### src/rtl/ssc_pkg.sv
package ssc_pkg;

    // Display geometry.
    localparam int unsigned COLUMNS    = 256;
    localparam int unsigned SCOPE_ROWS = 80;
    localparam logic [8:0]  CENTRE_BIN = 9'(COLUMNS / 2);

    // Configuration register indexes.
    localparam logic [2:0] CFG_ZOOM       = 3'd0;
    localparam logic [2:0] CFG_PASS_START = 3'd1;
    localparam logic [2:0] CFG_PASS_STOP  = 3'd2;
    localparam logic [2:0] CFG_USB_ON     = 3'd3;
    localparam logic [2:0] CFG_LSB_ON     = 3'd4;
    localparam logic [2:0] CFG_TEN_DB     = 3'd5;
    localparam logic [2:0] CFG_GREY       = 3'd6;

    localparam logic [4:0]  ZOOM_RESET = 5'd1;
    localparam logic [15:0] GREY_RESET = 16'd33808;
    localparam logic [15:0] WHITE_565  = 16'hffff;

    // Reciprocals for the constant divisions.
    // x*80/270 for an 8-bit x: (x * BAR_RECIP) >> 16, exact over the byte range.
    localparam logic [14:0] BAR_RECIP = 15'd19419;
    // x/5 for x below 2048: (x * DIV5_RECIP) >> 16.
    localparam logic [13:0] DIV5_RECIP = 14'd13108;
    // x/15 for x below 20000: (x * DIV15_RECIP) >> 20.
    localparam logic [16:0] DIV15_RECIP = 17'd69906;

    // Green blend colour, quarter and three quarters of full scale.
    localparam logic [7:0] BLEND_G_ADD = 8'd63;
    localparam logic [7:0] HL_G_ADD    = 8'd192;

    // Where the final pixel colour comes from.
    typedef enum logic [1:0] {
        SRC_HEAT,
        SRC_WHITE,
        SRC_GREY
    } t_src;

    // First stage: decoded position, bar height and tick spacings.
    typedef struct packed {
        logic       mode;
        logic [8:0] fbin;
        logic [7:0] afb;
        logic [6:0] row;
        logic [7:0] level;
        logic [6:0] bar;
        logic [6:0] rdiv;
        logic [8:0] ts;
    } t_s1;

    // Second stage: pixel class flags and the partial row remainder.
    typedef struct packed {
        logic       mode;
        logic [7:0] level;
        logic [3:0] row_lo;
        logic [6:0] rem;
        logic [6:0] rdiv;
        logic [7:0] rowval;
        logic       below;
        logic       on_bar;
        logic       cursor;
        logic       pass;
        logic       col_tick;
    } t_s2;

    // Third stage: heatmap segment and fraction, blend controls, source.
    typedef struct packed {
        logic [2:0] seg;
        logic [7:0] f;
        logic       blend;
        logic       hl;
        t_src       src;
    } t_s3;

    // One restoring division step: shift in a dividend bit, subtract if it fits.
    function automatic logic [6:0] div_step(input logic [6:0] rem, input logic bit_in,
                                            input logic [6:0] d);
        logic [7:0] t;
        begin
            t = {rem, bit_in};
            if (t >= {1'b0, d}) begin
                t = t - {1'b0, d};
            end
            return t[6:0];
        end
    endfunction

    // Six-segment heatmap, optional green blend and highlight, packed as RGB565.
    function automatic logic [15:0] heat565(input logic [2:0] seg, input logic [7:0] f,
                                            input logic blend, input logic hl);
        logic [7:0] r;
        logic [7:0] g;
        logic [7:0] b;
        begin
            case (seg)
                3'd0: begin
                    r = 8'd0;   g = 8'd0;        b = f;
                end
                3'd1: begin
                    r = 8'd0;   g = f;           b = 8'd255;
                end
                3'd2: begin
                    r = 8'd0;   g = 8'd255;      b = 8'd255 - f;
                end
                3'd3: begin
                    r = f;      g = 8'd255;      b = 8'd0;
                end
                3'd4: begin
                    r = 8'd255; g = 8'd255 - f;  b = 8'd0;
                end
                default: begin
                    r = 8'd255; g = f;           b = f;
                end
            endcase
            if (blend) begin
                r = r - (r >> 2);
                g = g - (g >> 2) + BLEND_G_ADD;
                b = b - (b >> 2);
            end
            if (hl) begin
                r = r >> 2;
                g = (g >> 2) + HL_G_ADD;
                b = b >> 2;
            end
            return {r[7:3], g[7:2], b[7:3]};
        end
    endfunction

endpackage

### src/rtl/spectrum_scope_pixel_colouriser.sv
// Colours one spectrum-scope or waterfall pixel per beat and returns it as RGB565.
// The block is a four-stage pipeline with no memories: it accepts one pixel every
// clock while o_in_stall is low, and each colour passes through the four register
// stages (bar height and tick spacing, pixel classification and the first three
// steps of the row-tick division, its last four steps and the heatmap segment,
// then the colour output register). Stages holding a bubble fill even while the
// output is stalled, so the input stalls only when all four stages hold a pixel.
// The user must write configuration through the plain write port only while no
// pixel is in flight; the block itself does not enforce this.
module spectrum_scope_pixel_colouriser (
    input  logic        i_clk,
    input  logic        i_rst_n,
    // Pixel request channel.
    input  logic        i_in_valid,
    output logic        o_in_stall,
    input  logic        i_mode,
    input  logic [7:0]  i_column,
    input  logic [6:0]  i_row,
    input  logic [7:0]  i_level,
    // Pixel colour channel.
    output logic        o_out_valid,
    input  logic        i_out_stall,
    output logic [15:0] o_colour,
    // Configuration write port.
    input  logic        i_cfg_we,
    input  logic [2:0]  i_cfg_index,
    input  logic [15:0] i_cfg_data
);
    import ssc_pkg::*;

    // Configuration registers.
    logic [4:0]  r_zoom;
    logic [6:0]  r_pass_start;
    logic [6:0]  r_pass_stop;
    logic        r_usb_on;
    logic        r_lsb_on;
    logic [7:0]  r_ten_db_step;
    logic [15:0] r_grey;

    // Pipeline registers.
    logic        r_s1_v;
    logic        r_s2_v;
    logic        r_s3_v;
    logic        r_out_v;
    t_s1         r_s1;
    t_s2         r_s2;
    t_s3         r_s3;
    logic [15:0] r_colour;
    t_s1         n_s1;
    t_s2         n_s2;
    t_s3         n_s3;
    logic [15:0] n_colour;

    // Stage enables.
    logic w_en1;
    logic w_en2;
    logic w_en3;
    logic w_en4;

    // Stage one intermediates.
    logic [8:0]  w_neg_fbin;
    logic [22:0] w_bar_prod;
    logic [22:0] w_rdiv_prod;
    logic [14:0] w_ts_x;
    logic [31:0] w_ts_prod;

    // Stage two intermediates.
    logic [11:0] w_lo;
    logic [11:0] w_hi;
    logic [12:0] w_fb13;
    logic [12:0] w_nfb13;
    logic        w_usb;
    logic        w_lsb;
    logic [10:0] w_m1;
    logic [10:0] w_m2;
    logic [10:0] w_m3;
    logic [10:0] w_m4;
    logic [10:0] w_m5;
    logic [10:0] w_afb11;
    logic [24:0] w_rowval_prod;
    logic [6:0]  w_rem_a;
    logic [6:0]  w_rem_b;

    // Stage three intermediates.
    logic [6:0]  w_rem_c;
    logic [6:0]  w_rem_d;
    logic [6:0]  w_rem_e;
    logic [6:0]  w_rem_f;
    logic        w_row_tick;
    logic [7:0]  w_val;
    logic [10:0] w_v6;

    // Configuration writes.
    always_ff @(posedge i_clk) begin
        if (!i_rst_n) begin
            r_zoom        <= ZOOM_RESET;
            r_pass_start  <= '0;
            r_pass_stop   <= '0;
            r_usb_on      <= 1'b0;
            r_lsb_on      <= 1'b0;
            r_ten_db_step <= '0;
            r_grey        <= GREY_RESET;
        end else if (i_cfg_we) begin
            case (i_cfg_index)
                CFG_ZOOM:       r_zoom        <= i_cfg_data[4:0];
                CFG_PASS_START: r_pass_start  <= i_cfg_data[6:0];
                CFG_PASS_STOP:  r_pass_stop   <= i_cfg_data[6:0];
                CFG_USB_ON:     r_usb_on      <= i_cfg_data[0];
                CFG_LSB_ON:     r_lsb_on      <= i_cfg_data[0];
                CFG_TEN_DB:     r_ten_db_step <= i_cfg_data[7:0];
                CFG_GREY:       r_grey        <= i_cfg_data;
                default: ;
            endcase
        end
    end

    // A stage loads when it is empty or when the stage after it moves on.
    assign w_en4      = !r_out_v || !i_out_stall;
    assign w_en3      = !r_s3_v || w_en4;
    assign w_en2      = !r_s2_v || w_en3;
    assign w_en1      = !r_s1_v || w_en2;
    assign o_in_stall = !w_en1;

    // Stage one: bin offset, bar height and the two tick spacings.
    always_comb begin
        n_s1.mode  = i_mode;
        n_s1.row   = i_row;
        n_s1.level = i_level;
        n_s1.fbin  = {1'b0, i_column} - CENTRE_BIN;
        w_neg_fbin = 9'd0 - n_s1.fbin;
        n_s1.afb   = n_s1.fbin[8] ? w_neg_fbin[7:0] : n_s1.fbin[7:0];

        w_bar_prod  = {15'd0, i_level} * {8'd0, BAR_RECIP};
        w_rdiv_prod = {15'd0, r_ten_db_step} * {8'd0, BAR_RECIP};
        n_s1.bar    = w_bar_prod[22:16];
        n_s1.rdiv   = w_rdiv_prod[22:16];

        // Column tick spacing is 256*zoom/30 bins, five times that below zoom 3.
        if (r_zoom >= 5'd3) begin
            w_ts_x = {3'd0, r_zoom, 7'd0};
        end else begin
            w_ts_x = {1'b0, r_zoom, 9'd0} + {3'd0, r_zoom, 7'd0};
        end
        w_ts_prod = {17'd0, w_ts_x} * {15'd0, DIV15_RECIP};
        n_s1.ts   = w_ts_prod[28:20];
    end

    // Stage two: passband, cursor, bar position, column ticks, heat row value, first division steps.
    always_comb begin
        n_s2.mode   = r_s1.mode;
        n_s2.level  = r_s1.level;
        n_s2.row_lo = r_s1.row[3:0];
        n_s2.rdiv   = r_s1.rdiv;

        w_lo    = 12'(r_pass_start) * 12'(r_zoom);
        w_hi    = 12'(r_pass_stop) * 12'(r_zoom);
        w_fb13  = {{4{r_s1.fbin[8]}}, r_s1.fbin};
        w_nfb13 = 13'd0 - w_fb13;
        w_usb   = ($signed(w_fb13) > $signed({1'b0, w_lo}))
               && ($signed(w_fb13) < $signed({1'b0, w_hi})) && r_usb_on;
        w_lsb   = ($signed(w_nfb13) > $signed({1'b0, w_lo}))
               && ($signed(w_nfb13) < $signed({1'b0, w_hi})) && r_lsb_on;
        n_s2.pass   = w_usb || w_lsb;
        n_s2.cursor = (r_s1.fbin == 9'd0);

        n_s2.below  = (r_s1.row < r_s1.bar);
        n_s2.on_bar = (r_s1.row == r_s1.bar);

        // A non-zero spacing is at least 25 bins, so five multiples cover the span.
        w_m1    = {2'd0, r_s1.ts};
        w_m2    = {1'b0, r_s1.ts, 1'b0};
        w_m3    = w_m1 + w_m2;
        w_m4    = {r_s1.ts, 2'b0};
        w_m5    = w_m4 + w_m1;
        w_afb11 = {3'd0, r_s1.afb};
        n_s2.col_tick = (r_s1.ts != 9'd0) && (r_s1.afb != 8'd0)
                     && ((w_afb11 == w_m1) || (w_afb11 == w_m2) || (w_afb11 == w_m3)
                      || (w_afb11 == w_m4) || (w_afb11 == w_m5));

        // Heat index of the row: row*256/80 taken modulo 256.
        w_rowval_prod = {14'd0, r_s1.row, 4'd0} * {11'd0, DIV5_RECIP};
        n_s2.rowval   = w_rowval_prod[23:16];

        // Row remainder by the row tick spacing: the top three dividend bits.
        w_rem_a  = div_step(7'd0, r_s1.row[6], r_s1.rdiv);
        w_rem_b  = div_step(w_rem_a, r_s1.row[5], r_s1.rdiv);
        n_s2.rem = div_step(w_rem_b, r_s1.row[4], r_s1.rdiv);
    end

    // Stage three: finish the division, choose the heat value and colour source.
    always_comb begin
        w_rem_c    = div_step(r_s2.rem, r_s2.row_lo[3], r_s2.rdiv);
        w_rem_d    = div_step(w_rem_c, r_s2.row_lo[2], r_s2.rdiv);
        w_rem_e    = div_step(w_rem_d, r_s2.row_lo[1], r_s2.rdiv);
        w_rem_f    = div_step(w_rem_e, r_s2.row_lo[0], r_s2.rdiv);
        w_row_tick = (r_s2.rdiv != 7'd0) && (w_rem_f == 7'd0);

        if (r_s2.mode) begin
            w_val = r_s2.level;
        end else if (r_s2.below) begin
            w_val = r_s2.rowval;
        end else begin
            w_val = 8'd0;
        end
        w_v6     = {1'b0, w_val, 2'b0} + {2'b0, w_val, 1'b0};
        n_s3.seg = w_v6[10:8];
        n_s3.f   = w_v6[7:0];

        // The cursor below the bar is blended as well as highlighted.
        n_s3.blend = r_s2.pass || (!r_s2.mode && r_s2.below && r_s2.cursor);
        n_s3.hl    = r_s2.cursor;

        if (!r_s2.mode && r_s2.on_bar) begin
            n_s3.src = SRC_WHITE;
        end else if (!r_s2.mode && !r_s2.below && (r_s2.col_tick || w_row_tick)) begin
            n_s3.src = SRC_GREY;
        end else begin
            n_s3.src = SRC_HEAT;
        end
    end

    // Stage four: final colour.
    always_comb begin
        case (r_s3.src)
            SRC_WHITE: n_colour = WHITE_565;
            SRC_GREY:  n_colour = r_grey;
            default:   n_colour = heat565(r_s3.seg, r_s3.f, r_s3.blend, r_s3.hl);
        endcase
    end

    // Valid bits travel with the pixels.
    always_ff @(posedge i_clk) begin
        if (!i_rst_n) begin
            r_s1_v  <= 1'b0;
            r_s2_v  <= 1'b0;
            r_s3_v  <= 1'b0;
            r_out_v <= 1'b0;
        end else begin
            if (w_en1) begin
                r_s1_v <= i_in_valid;
            end
            if (w_en2) begin
                r_s2_v <= r_s1_v;
            end
            if (w_en3) begin
                r_s3_v <= r_s2_v;
            end
            if (w_en4) begin
                r_out_v <= r_s3_v;
            end
        end
    end

    // Pixel payload registers.
    always_ff @(posedge i_clk) begin
        if (w_en1) begin
            r_s1 <= n_s1;
        end
        if (w_en2) begin
            r_s2 <= n_s2;
        end
        if (w_en3) begin
            r_s3 <= n_s3;
        end
        if (w_en4) begin
            r_colour <= n_colour;
        end
    end

    assign o_out_valid = r_out_v;
    assign o_colour    = r_colour;

    // The input stalls only when every stage holds a pixel.
    a_stall_only_full: assert property (@(posedge i_clk) disable iff (!i_rst_n)
        o_in_stall |-> (r_s1_v && r_s2_v && r_s3_v && r_out_v))
        else $error("input stalled while a pipeline stage was empty");

    // The centre column can never fall inside the passband.
    a_cursor_not_pass: assert property (@(posedge i_clk) disable iff (!i_rst_n)
        (r_s2_v && r_s2.cursor) |-> !r_s2.pass)
        else $error("centre column marked as passband");

    // The partial row remainder stays below a non-zero divisor.
    a_rem_bound: assert property (@(posedge i_clk) disable iff (!i_rst_n)
        (r_s2_v && (r_s2.rdiv != 7'd0)) |-> (r_s2.rem < r_s2.rdiv))
        else $error("row remainder out of range");

    // A beat that moves on from stage three is the one shown at the output.
    a_out_follows: assert property (@(posedge i_clk) disable iff (!i_rst_n)
        (r_s3_v && w_en4) |=> r_out_v)
        else $error("pixel lost between stage three and the output");

endmodule
### config.mk
export PLATFORM = sky130hd
export DESIGN_NAME = spectrum_scope_pixel_colouriser
export DESIGN_NICKNAME = d
export VERILOG_FILES = /design/src/rtl/ssc_pkg.sv /design/src/rtl/spectrum_scope_pixel_colouriser.sv
export SDC_FILE = /design/constraint.sdc
export NUM_CORES = 1
export LEC_CHECK = 0
export ABC_CLOCK_PERIOD_IN_PS = 11100
export BUFFER_PORTS_ARGS = -buffer_cell sky130_fd_sc_hd__buf_2
export CAP_MARGIN = 40
export CORE_ASPECT_RATIO = 2
export CORE_MARGIN = 2
export CORE_UTILIZATION = 67
export CTS_CLUSTER_DIAMETER = 40
export DETAILED_ROUTE_END_ITERATION = 16
export GPL_TIMING_DRIVEN = 0
export PLACE_DENSITY = 0.88
export SYNTH_ARGS = -nofsm -noshare
export SYNTH_HDL_FRONTEND = slang
export SYNTH_SLANG_ARGS = --single-unit
export TNS_END_PERCENT = 100
### constraint.sdc
create_clock -name i_clk -period 11.1 [get_ports i_clk]
set_input_delay 2.22 -clock i_clk [delete_from_list [all_inputs] [get_ports i_clk]]
set_output_delay 2.22 -clock i_clk [all_outputs]
set_load 0.005 [all_outputs]
Yosys cells after proc, flatten, opt, wreduce, memory -nomap -nowiden

Index checks and enable logic that the tools add are counted.

Output and inout bits: 18
Memories kept: 0
Memory bits (read-only): 0
RAM bits: 0
Logic and storage cells: 168
Bits in registers: 176
Bits of input ports: 48
Bits in latches: 0

Equality and inequality tests: 18
Add/sub/neg operators: 20
Bitwise gates (word level): 0
Mux-type cells: 26
Shift-type cells: 0
Order comparisons: 13
Multiply operators: 6
Divide/modulo/power cells: 0
Reductions and logical operators: 49

Operators by type and width:

| cell                     | number |
|---|---|
| $mux W8                  | 13 |
| $mux W7                  | 7 |
| $ge A8 B7 Y1             | 6 |
| $pmux W8 S3              | 2 |
| $mul A8 B15 Y23 const B  | 2 |
| $sub A7 B7 Y7            | 6 |
| $eq A8 B11 Y1            | 3 |
| $pmux W16 S2             | 1 |
| $mul A15 B16 Y28 const B | 1 |
| $mul A7 B5 Y12           | 2 |
| $sub A8 B6 Y8            | 3 |
| $mul A7 B12 Y18 const B  | 1 |
| $pmux W8 S2              | 1 |
| $add A14 B12 Y15         | 1 |
| $mux W15                 | 1 |
| $reduce_and A2 Y1        | 7 |
| $gt A10 B13 Y1           | 1 |
| $gt A9 B13 Y1            | 1 |
| $lt A10 B13 Y1           | 1 |
| $lt A9 B13 Y1            | 1 |
| $eq A3 B2 Y1 const B     | 4 |
| $eq A3 B3 Y1 const B     | 4 |
| $logic_and A1 B1 Y1      | 12 |
| $add A10 B9 Y11          | 1 |
| 29 further kinds         | 50 |

Logic depth before layout (Yosys ltp)

Depth in word-level cells: 13
Mapped depth: 36
Depth with buffers taken out: 36

Least setup slack after synthesis

No wires, ideal clock.

Kind: reg2reg
Start: reg r_s2[14] (netlist name)
End: reg r_s3[1] (netlist name) (data pin)
Clock period less this slack: 6.978 ns
Arrival: 6.719 ns
Stages on the path, launching flop included: 32
Path slack: 4.122 ns
Required time: 10.841 ns
Setup time: 0.259 ns
Path buffers: 0
Cell sequence: edfxtp_1 -> inv_1 -> fa_1 -> a211oi_2 -> o21ai_2 -> a21oi_2 -> mux2_2 -> fa_1 -> nand2b_1 -> a21oi_1 -> o221ai_1 -> o211ai_4 -> mux2i_1 -> inv_1 -> fa_1 -> nor2b_1 -> o21ai_0 -> o22ai_1 -> nor4_1 -> or2_2 -> nand3_1 -> o21ai_0 -> ha_1 -> nor2b_1 -> o21ai_0 -> a21boi_0 -> o21ai_0 -> o211ai_1 -> a21oi_1 -> o211ai_1 -> and4_1 -> a211o_1

Cells in the longest elaborated chain, start to end: 13
Elaborated cells between the ends (all ways): 18
Classes of those cells: add/sub (4); order compare (4); mux (5); reduce/logical (5)

RTL lines:

| item                                          | line                                   | RTL |
|---|---|---|
| from (decl)                                   | spectrum_scope_pixel_colouriser.sv:46  | `t_s2 r_s2;` |
| from (signal assigned)                        | spectrum_scope_pixel_colouriser.sv:260 | `r_s2 <= n_s2;` |
| $sub A7 B7 Y7 or $ge A8 B7 Y1 (tied branches) | ssc_pkg.sv:83, ssc_pkg.sv:82           |  |
| $mux W7                                       | ssc_pkg.sv:82                          | `if (t >= {1'b0, d}) begin` |
| $sub A7 B7 Y7 or $ge A8 B7 Y1 (tied branches) | ssc_pkg.sv:83, ssc_pkg.sv:82           |  |
| $mux W7                                       | ssc_pkg.sv:82                          |  |
| $sub A7 B7 Y7 or $ge A8 B7 Y1 (tied branches) | ssc_pkg.sv:83, ssc_pkg.sv:82           |  |
| $mux W7                                       | ssc_pkg.sv:82                          |  |
| $sub A7 B7 Y7 or $ge A8 B7 Y1 (tied branches) | ssc_pkg.sv:83, ssc_pkg.sv:82           |  |
| $mux W7                                       | ssc_pkg.sv:82                          |  |
| $logic_not A7 Y1                              | spectrum_scope_pixel_colouriser.sv:196 | `w_row_tick = (r_s2.rdiv != 7'd0) && (w_rem_f == 7'd0);` |
| $logic_and A1 B1 Y1 *                         | spectrum_scope_pixel_colouriser.sv:196 |  |
| $logic_or A1 B1 Y1 *                          | spectrum_scope_pixel_colouriser.sv:215 | `end else if (!r_s2.mode && !r_s2.below && (r_s2.col_tick \|\| w_row_tick)) begin` |
| $logic_and A1 B1 Y1 *                         | spectrum_scope_pixel_colouriser.sv:215 |  |
| $mux W2 *                                     | spectrum_scope_pixel_colouriser.sv:215 |  |
| to (signal assigned)                          | spectrum_scope_pixel_colouriser.sv:263 | `r_s3 <= n_s3;` |
| to (decl)                                     | spectrum_scope_pixel_colouriser.sv:47  | `t_s3 r_s3;` |

Mark *: on every way between the ends. The rest lies on a longest branch, timed or not.
A chain may end at the register's enable or synchronous reset.

Final worst setup path

Same ends and word-level chain as after synthesis.

==> impl_metrics.toml <==
[global_routing]
track_usage_pct = 31.5
grt.overflow.total = 0
grt_pass1_wl_um = 79000
grt_start_max_net_pins = 34
antenna_found_initial = 0
grt_pass1_vias = 16700

[critical_path]
worstPathRequired_ns = 11.31
crit_end = "r_s3[1]$_SDFFCE_PP0P_"
r2r_slack_ns = 3.01
crit_path_start = "r_s2[14]$_DFFE_PP_"
r2r_start = "r_s2[14]$_DFFE_PP_"
crit_slowest_cell = "fa_1"
crit_type = "register to register"
cp.arrival_ns = 8.30
rr_endpoint = "r_s3[1]$_SDFFCE_PP0P_"
end_kind = "register"
reg2reg_depth = 32
max_stage_delay_ns = 0.53
crit_fanout = 8
crit_path_start_kind = "register"

[sta]
finalCriticalPeriod_ns = 8.09
slew_viol_final = 0
finClkSkew_ns = 0.0108
worst_slew_pin_slew_ns = 0.837
fmax_mhz = 124
hold_viol = 0
setup_ws_ns = 3.01
timing.hold.ws_ns = 0.421
rsz0062_at_grt = "no"
finalSetupTns_ns = 0
finalCritPeriodShare_pct = 72.9
setup_viol = 0
relSlewSlack_pct = 43.8

[cells_and_area]
nFillCells = 2083
drive_above_1_share_pct = 6.91
area_growth_pct = 7.28
finalNetCount = 2686
design_area_mm2 = 0.0213
layout.cells.non_filler = 2520
antennaDiodeCount = 0

[cts]
post_cts_buffers = 0
clock_path_buffers = 2
clk_latency_ns = 0.47
cts_sinks = 173
cts_tree = "built"
cts.hold.buffers_added = 0
h-tree-depth = 4
path_clk_slew_ns = 0.07
cts_resized = 0
cts_root_buf = "clkbuf_16"
cts_buffers = 17

[floorplanning]
chipWidth_um = 126
die_area_mm2 = 0.0311
initial_core_util_pct = 67.6
die_y_um = 247
pin_count = 66
coreArea_mm2 = 0.0294
rows = 89

[logic_synthesis]
synth_top_family_by_area = "adder cells"
syn_area_mm2 = 0.0199
ys_seq_area_share_pct = 23.7
synth_edf_count = 124
synthCells = 2054
synth_xor_area_share_pct = 6.04
ys_warn_count = 0
synthArstFlopShare_pct = 0
synth_compound_area_share_pct = 13.5
synth_flop_cell = "edfxtp_1"
synth_top_cell_by_area = "ha_1"
ys_seq_elements = 173
synth_fa_ha_area_share_pct = 35.9
ys_top_cells_by_count = "369 x ha_1, 243 x inv_1, 162 x nand2_1"
synthTopCellsByArea = "ha_1 23%, edfxtp_1 19%, fa_1 13%"
synthSimpleGateAreaFrac_pct = 12.7
synth.avg_cell_area_um2 = 9.67
synth_mux_area_share_pct = 2.55
synth_most_common_cell = "ha_1"
synth_top_area_share_pct = 23.2
synth_cell_type_count = 77

[place]
dp_cells = 2488
io_buffers = 63
finalWeightedCongestion = 0.942
placed_area_mm2 = 0.0207
dp_hpwl_um = 39400
place_ws_ns = 2.98

[drt]
vias = 15600
drtAntennaViolNets = 0
routedWlPerCell_um = 19.2
drc_errors = 0
firstDrtPassIters = 7
drt_iter0_drc = 833
wl_um = 48300
vias_per_cell = 6.19

[power_and_ir_drop]
power.leakage_uw = 0.0103
power_density_mw_per_mm2 = 238
peakVddDrop_mv = 0.318

[outcome]
outcome = "finished, final reports clean"

[flow_run]
drv_cap = 0

[min_path]
hold_class = "register to register"
-- routing by layer --
metal	vias to the layer above	part of all wire [%]	GRT usage, %	wire length (um)
met3	203	4.4	3.34	2120
li1	7378	-	-	-
met2	523	55	60.2	26300
met5	-	0	0	0
met4	0	6.4	20.5	3070
met1	7504	35	32.2	16700
-- how the worst min path moves through the flow --
stage / startpoint / to / depth (start not counted)
finish: n_s2[31]$_DFFE_PN_ / r_s2[31]$_DFFE_PP_ / 0
global route: n_s2[33]$_DFFE_PN_ / r_s2[33]$_DFFE_PP_ / 0
CTS: n_s2[31]$_DFFE_PN_ / r_s2[31]$_DFFE_PP_ / 0
detailed placement: n_s2[31]$_DFFE_PN_ / r_s2[31]$_DFFE_PP_ / 0
global placement: n_s2[35]$_DFFE_PN_ / r_s2[35]$_DFFE_PP_ / 0
floorplan: n_s2[31]$_DFFE_PN_ / r_s2[31]$_DFFE_PP_ / 0
-- layout make-up --
| class | instances | area (um^2) | share of cell area [%] |
|---|---|---|---|
| timing repair buffer | 67 | 370 | 1.74 |
| sequential | 173 | 4700 | 22.1 |
| tap | 364 | 455 | 2.14 |
| clock buffer | 17 | 425 | 2.00 |
| clock inverter | 15 | 176 | 0.828 |
| inverter | 243 | 912 | 4.28 |
| buffer | 52 | 200 | 0.940 |
| multi-input combinational | 1589 | 14100 | 66.0 |
-- placed cells by master (no fill, tap or decap), drive strengths merged, types with 8 or more instances in the layout --
cell / n
dfxtp: 49
xor2: 57
nor2b: 51
nor4: 18
o21a: 20
nand3: 22
buf: 70
a21oi: 110
a21o: 51
ha: 369
nand4: 19
and2: 42
a21boi: 24
clkbuf: 65
o21ai: 77
inv: 250
o21bai: 13
mux2i: 29
edfxtp: 124
a211oi: 20
nand2: 163
o211ai: 12
nor2: 86
nand2b: 24
nor3: 36
fa: 126
mux2: 17
or2: 8
xnor2: 80
o31ai: 11
-- where the power goes --
part           internal (uW)  switching [uW]  leakage [uW]
sequential               846             100       0.00176
clock                    322             295      0.000291
combinational           1530            1970       0.00822
total                   2700            2370        0.0103
-- registers in the layout (all words and copies together), names as in the netlist, 5 cells and up --
| register | count |
|---|---|
| r_pass_start | 7 |
| r_grey | 16 |
| r_ten_db_step | 8 |
| o_colour | 16 |
| r_pass_stop | 7 |
| r_s2 | 39 |
| r_s3 | 14 |
| r_s1 | 34 |
| r_zoom | 5 |
| n_s2 | 20 |
-- critical path: cells and delay by family (launching register included) --
| family | cells | cell delay (ns) |
|---|---|---|
| flip-flops | 1 | 0.50 |
| AO/OA/AOI/OAI | 16 | 3.29 |
| adder cells (fa/ha/maj) | 4 | 1.74 |
| buffers and inverters | 2 | 0.31 |
| AND/OR/NAND/NOR | 8 | 1.18 |
| multiplexers | 2 | 0.80 |
-- per-stage QoR --
stage	util (%)	total power [uW]
after floorplan	-	3600
after global placement	70.2	4250
after detailed placement	70.4	4400
after CTS	72.5	5050
after global routing	72.5	5480
final	72.5	5070
-- cells by family (layout without fill, tap and decap cells) --
family / after synthesis / after routing
buf+inv: 295 / 394
mux: 46 / 46
fa+ha+maj: 495 / 495
other cells: 1 / 4
compound gates: 405 / 405
simple gates: 502 / 502
flops: 173 / 173
xor+xnor: 137 / 137
Power figures use the tool's default switching activity.
